### src/rtl/wmlm_pkg.sv
package wmlm_pkg;

  localparam int DEF_NUM_WORLDS = 128;
  localparam int DEF_NUM_GROUPS = 8;
  localparam int DEF_NUM_USERS  = 65536;

  localparam logic [1:0] REQ_SET    = 2'd0;
  localparam logic [1:0] REQ_GET    = 2'd1;
  localparam logic [1:0] REQ_REMOVE = 2'd2;

  localparam logic [1:0] ST_OK        = 2'd0;
  localparam logic [1:0] ST_BAD_USER  = 2'd1;
  localparam logic [1:0] ST_BAD_WORLD = 2'd2;
  localparam logic [1:0] ST_NO_USER   = 2'd3;

  typedef enum logic [3:0] {
    OP_NOP,
    OP_CLR,   // zero the next entry of each store not yet cleared
    OP_CAP,   // capture the request
    OP_CHK,   // take the table index
    OP_RDU,   // read the member entry
    OP_LAT,   // latch neighbors and list slot
    OP_UNL,   // splice the neighbors together
    OP_CLRU,  // zero the member entry
    OP_SRD,   // read head of the scanned group
    OP_SCK,   // test that head, advance the scan
    OP_PHR,   // read head of the join list
    OP_PHW,   // link member at the head
    OP_PHF,   // finish head insert
    OP_PTR,   // read tail of the join list
    OP_PTW,   // link member at the tail
    OP_PTF    // finish tail insert
  } dp_op_t;

  typedef struct packed {
    dp_op_t     op;
    logic       resp;
    logic [1:0] status;
  } dp_cmd_t;

  typedef struct packed {
    logic [1:0] req;
    logic       user_bad;
    logic       world_bad;
    logic       mw_zero;
    logic       head_nz;
    logic       scan_last;
    logic       clr_last;
    logic       out_free;
  } dp_stat_t;

  function automatic int grp_mod(input logic [2:0] g, input int ng);
    int v;
    v = int'(g);
    for (int i = 0; i < 8; i++) begin
      if (v >= ng) begin
        v = v - ng;
      end
    end
    return v;
  endfunction

endpackage

### src/rtl/wmlm_ctrl.sv
module wmlm_ctrl import wmlm_pkg::*; (
  input  logic     clk,
  input  logic     rst_n,
  input  logic     in_valid,
  output logic     in_ready,
  input  dp_stat_t stat,
  output dp_cmd_t  cmd
);

  localparam logic [3:0] S_IDLE = 4'd0;
  localparam logic [3:0] S_CLR  = 4'd1;
  localparam logic [3:0] S_CHK  = 4'd2;
  localparam logic [3:0] S_RDU  = 4'd3;
  localparam logic [3:0] S_LAT  = 4'd4;
  localparam logic [3:0] S_UNL  = 4'd5;
  localparam logic [3:0] S_CLRU = 4'd6;
  localparam logic [3:0] S_SRD  = 4'd7;
  localparam logic [3:0] S_SCK  = 4'd8;
  localparam logic [3:0] S_PHR  = 4'd9;
  localparam logic [3:0] S_PHW  = 4'd10;
  localparam logic [3:0] S_PHF  = 4'd11;
  localparam logic [3:0] S_PTR  = 4'd12;
  localparam logic [3:0] S_PTW  = 4'd13;
  localparam logic [3:0] S_PTF  = 4'd14;
  localparam logic [3:0] S_RESP = 4'd15;

  logic [3:0] state_r, state_nxt;
  logic [1:0] st_r, st_nxt;

  assign in_ready = state_r == S_IDLE;

  always_comb begin
    state_nxt  = state_r;
    st_nxt     = st_r;
    cmd.op     = OP_NOP;
    cmd.resp   = 1'b0;
    cmd.status = st_r;
    unique case (state_r)
      S_IDLE: begin
        if (in_valid) begin
          cmd.op    = OP_CAP;
          state_nxt = S_CHK;
        end
      end
      S_CLR: begin
        cmd.op = OP_CLR;
        if (stat.clr_last) state_nxt = S_IDLE;
      end
      S_CHK: begin
        cmd.op = OP_CHK;
        st_nxt = ST_OK;
        priority if (stat.req == REQ_GET) begin
          if (stat.world_bad) begin
            st_nxt = ST_BAD_WORLD; state_nxt = S_RESP;
          end else begin
            state_nxt = S_SRD;
          end
        end else if (stat.req == REQ_SET || stat.req == REQ_REMOVE) begin
          if (stat.user_bad) begin
            st_nxt = ST_BAD_USER; state_nxt = S_RESP;
          end else if (stat.req == REQ_SET && stat.world_bad) begin
            st_nxt = ST_BAD_WORLD; state_nxt = S_RESP;
          end else begin
            state_nxt = S_RDU;
          end
        end else begin
          state_nxt = S_RESP;
        end
      end
      S_RDU: begin
        cmd.op    = OP_RDU;
        state_nxt = S_LAT;
      end
      S_LAT: begin
        cmd.op = OP_LAT;
        priority if (!stat.mw_zero) state_nxt = S_UNL;
        else if (stat.req == REQ_SET) state_nxt = S_PHR;
        else state_nxt = S_RESP;
      end
      S_UNL: begin
        cmd.op = OP_UNL;
        priority if (stat.req == REQ_SET) state_nxt = S_PHR;
        else if (stat.req == REQ_GET) state_nxt = S_PTR;
        else state_nxt = S_CLRU;
      end
      S_CLRU: begin
        cmd.op = OP_CLRU; state_nxt = S_RESP;
      end
      S_SRD: begin
        cmd.op = OP_SRD; state_nxt = S_SCK;
      end
      S_SCK: begin
        cmd.op = OP_SCK;
        priority if (stat.head_nz) state_nxt = S_RDU;
        else if (stat.scan_last) begin
          st_nxt = ST_NO_USER; state_nxt = S_RESP;
        end else state_nxt = S_SRD;
      end
      S_PHR: begin cmd.op = OP_PHR; state_nxt = S_PHW; end
      S_PHW: begin cmd.op = OP_PHW; state_nxt = S_PHF; end
      S_PHF: begin cmd.op = OP_PHF; state_nxt = S_RESP; end
      S_PTR: begin cmd.op = OP_PTR; state_nxt = S_PTW; end
      S_PTW: begin cmd.op = OP_PTW; state_nxt = S_PTF; end
      S_PTF: begin cmd.op = OP_PTF; state_nxt = S_RESP; end
      S_RESP: begin
        if (stat.out_free) begin
          cmd.resp  = 1'b1;
          state_nxt = S_IDLE;
        end
      end
      default: state_nxt = S_IDLE;
    endcase
  end

  always_ff @(posedge clk) begin
    if (!rst_n) begin
      state_r <= S_CLR;
      st_r    <= ST_OK;
    end else begin
      state_r <= state_nxt;
      st_r    <= st_nxt;
    end
  end

endmodule

### config.mk
export PLATFORM = sky130hd
export DESIGN_NAME = wmlm_ctrl
export DESIGN_NICKNAME = d
export VERILOG_FILES = /design/src/rtl/wmlm_pkg.sv /design/src/rtl/wmlm_ctrl.sv
export SDC_FILE = /design/constraint.sdc
export NUM_CORES = 1
export LEC_CHECK = 0
export BUFFER_PORTS_ARGS = -buffer_cell sky130_fd_sc_hd__buf_2
export CAP_MARGIN = 10
export CORE_AREA = 2 2 48 50
export CTS_CLUSTER_SIZE = 25
export DETAILED_ROUTE_END_ITERATION = 16
export DIE_AREA = 0 0 50 52
export HOLD_SLACK_MARGIN = 0.05
export PLACE_DENSITY = 0.52
export SETUP_SLACK_MARGIN = 0.15
export SLEW_MARGIN = 20
export SYNTH_ARGS = -nofsm -noshare
export SYNTH_HDL_FRONTEND = slang
export SYNTH_SLANG_ARGS = --single-unit
### constraint.sdc
create_clock -name clk -period 1.55 [get_ports clk]
set_input_delay 0.31 -clock clk [delete_from_list [all_inputs] [get_ports clk]]
set_output_delay 0.31 -clock clk [all_outputs]
set_load 0.1 [all_outputs]
; ---- Yosys cells after proc, flatten, opt, wreduce, memory -nomap -nowiden
; Index checks and enable logic that the tools add are counted.
[word_totals]
wordCells = 59
in_bits = 12
output_inout_bits = 8
ff_bits = 6
[op_classes]
n_eq_ne = 22
mux = 27
reduce_logical = 8
[op_table]
columns = operator, count
row1 = $pmux W4 S15, 1
row2 = $pmux W4 S14, 1
row3 = $mux W4, 13
row4 = $eq A4 B4 Y1 const B, 8
row5 = $eq A4 B3 Y1 const B, 4
row6 = $mux W2, 8
row7 = $ne A2 B2 Y1 const B, 5
row8 = $eq A4 B2 Y1 const B, 2
row9 = $reduce_and A3 Y1, 2
row10 = $eq A4 B1 Y1 const B, 1
row11 = $logic_not A4 Y1, 1
row12 = $pmux W2 S2, 1
row13 = $mux W3, 1
row14 = $reduce_or A3 Y1, 1
row15 = $eq A2 B1 Y1 const B, 1
row16 = $eq A2 B2 Y1 const B, 1
row17 = $logic_not A2 Y1, 1
row18 = $mux W1, 2
row19 = $reduce_bool A2 Y1, 1
row20 = $logic_and A1 B1 Y1, 1
row21 = $logic_or A1 B1 Y1, 1

; ---- Logic depth before layout (Yosys ltp)
[logic_depth]
word_depth = 7
ltp_mapped = 5
ltp_nobuf = 4

; ---- Worst setup path before layout
; No wires, ideal clock.
[synth_path]
path_kind = reg-to-output
startpoint = register state_r[0]
endpoint = output port cmd[6] (netlist name)
required_time_ns = 1.240
t_arrival_ns = 2.334
path_buffers = 2
slack_ns = -1.094
path_stages_with_launch = 5
cell_sequence = dfxtp_1 > buf_2 > buf_4 > nand2_1 > xnor2_1
[synth_rtl]
columns = item, line_no
row1 = "start, declared", wmlm_ctrl.sv:27  ; logic [3:0] state_r, state_nxt;
row2 = "start signal, assigned", wmlm_ctrl.sv:120  ; state_r <= state_nxt;
row3 = "end, declared", wmlm_ctrl.sv:7  ; output dp_cmd_t cmd

==> summary.md <==
| Metric | Value |
|---|---|
| Max-Slew Margin vs Limit | `0.679` |
| Share of cells above drive strength 1 | `0.627` |
| WL/cell | `13.3 um` |
| Largest net degree at the start of global routing | `16` |
| Core Area | `2110 um^2` |
| Clk_lat worst skew | `0.24 ns` |
| Period minus WS final | `1.65 ns` |
| Seq/Total Area, Yosys | `0.205` |
| Layout Nets | `132` |
| Fin util | `0.579` |
| Worst Tran Pin Value | `0.485 ns` |
| CTS tree | `done` |
| Run status | `complete, but fails checks` |
| Distinct cells, synth | `36` |
| Final Max Slew Viols | `0` |
| RSZ-0062 raised after global routing | `yes` |
| WP data arrival | `1.34 ns` |
| Data required, critical path | `1.24 ns` |
| H-tree depth | `1` |
| First-pass GRT wire length | `2.84 mm` |
| N_diodes | `0` |
| Vias in the first global route | `654` |
| Synthesized cell area | `586 um^2` |
| Setup Skew | `0.00276 ns` |
| Final WL | `1.94 mm` |
| Syn Area/Cell | `7.32 um^2` |
| Top FF cell, synth | `dfxtp_1` |
| Detail Placement HPWL | `1.18 mm` |
| Global route total overflow | `0` |
| Worst hold start | `rst_n` |
| Routed via count | `751` |
| Async S/R FF share, synth | `0` |
| Final setup slack of the worst path | `-0.102 ns` |
| CP startpoint kind | `register` |
| Fin area | `1220 um^2` |
| Synthesis warning total | `0` |
| Vias per cell | `5.14` |
| Synth Net Count | `92` |
| Area of placed instances | `937 um^2` |
| Layout area overhead | `108%` |
| GRT Util Overall | `0.145` |
| Iter 0 DRT Violations | `7` |
| Row count | `17` |
| GP Congestion | `0.799` |
| Critical path class | `reg2out` |
| Final Hold Fails | `0` |
| Final worst path period share | `1.07` |
| CTS Buf Count | `3` |
| DRC violations left | `0` |
| Register bit total from synthesis | `6` |
| Initial cell density of the core | `0.278` |
| CTS root buf | `clkbuf_4` |
| Crit end category | `primary output` |
| Syn Inst Count | `80` |
| Failing checks | `setup timing` |
| Input/output buffers | `19` |
| Boundary Pins | `20` |
| Reg-to-reg startpoint | `state_r[1]` |
| Commonest non-fill, non-tap cell in the layout | `buf_4` |
| Longest Clk Path Bufs | `2` |
| Commonest cells after routing, fill and taps aside | `buf_4, buf_2, buf_12` |
| CTS sink cnt | `6` |
| CTS clk-pin slew, worst paths | `0.04 ns` |
| EDFF count, synth | `0` |
| DIE AREA | `2600 um^2` |
| Crit-path max FO | `3` |
| Die width | `50 um` |
| Initial antenna violation count | `0` |
| Setup-failing EPs final | `4` |
| Achievable frequency | `0.605 GHz` |
| Post-CTS Hold Buffers | `0` |
| Crit. Startpoint | `state_r[1]` |
| Max-cap viol count | `0` |
| Final ANT Viol Nets | `0` |
| First-pass DRT Iterations | `3` |
| HP Class | `in2reg` |
| Die Height | `52 um` |
path summary, 6_finish.rpt:
path / end / slack [ns] / cells past startpoint
max: cmd[3] / -0.10 / 3
min reg2reg: st_r[1] / 0.57 / 2
min: state_r[1] / 0.37 / 3
max reg2reg: state_r[3] / 0.04 / 7
Yosys cell counts (2+ instances only):
master    n  area share
nand4_1   2       0.021
a21boi_1  2       0.026
a21oi_1   4       0.034
xnor2_1   2       0.030
dfxtp_1   6        0.21
nor2_1    6       0.038
buf_2     4       0.034
nor3b_1   2       0.026
o41ai_1   2       0.030
nor2b_1   2       0.021
and3_1    2       0.021
a31oi_1   2       0.021
o21ai_0   7       0.060
nand2b_1  7       0.075
nand3_1   2       0.017
inv_1     3       0.019
nand2_1   6       0.038
cell type report:
type	instances	area [um^2]
clock buffer	3	22.5
multi-input combinational	65	614
sequential	6	126
fill	189	886
tap	28	35.0
inverter	3	15.0
timing repair buffer	41	407
repair_timing:
item	4_1_cts	5_1_grt
gates cloned	0	0
setup buffers	8	8
pin swaps	9	13
gates resized for setup	14	18
setup endpoints to repair	6	12
sequential cells by signal, summed over array words and instances, names as in the netlist:
signal   count
state_r      4
st_r         2
cell families after synthesis:
logic type	after synthesis	share of synthesized area
and+or+nand+nor	34	0.329
AOI/OAI and AO/OA	27	0.316
buffers and inverters	9	0.0855
DFF	6	0.205
xor gates and xnor gates	3	0.0449
muxes	1	0.0192
layer usage:
layer,up-vias,GRT usage,part of all wire
li1,371,-,-
met1,364,0.172,0.39
met2,14,0.246,0.57
met3,2,0.0230,0.033
met4,0,0.0833,0.0057
met5,-,0,0
metrics by stage:
stage / hold WS (ns) / instances / setup TNS [ns] / setup WS (ns)
floorplan: 0.448 / 80 / -0.493 / -0.191
CTS: 0.353 / 138 / -0.298 / -0.119
finish: 0.375 / 146 / -0.207 / -0.102
global route: 0.367 / 146 / -0.429 / -0.134
detailed placement: 0.563 / 127 / 0 / 0.0838
global placement: 0.553 / 127 / 0 / 0.103
critical path: stages (launching register included):
cell	delay (ns)
dfxtp_2	0.32
or3_4	0.43
xor2_4	0.17
buf_12	0.19
Power is not shown: default switching activity piles up to over one toggle a cycle in this logic, so the estimate is an artifact.
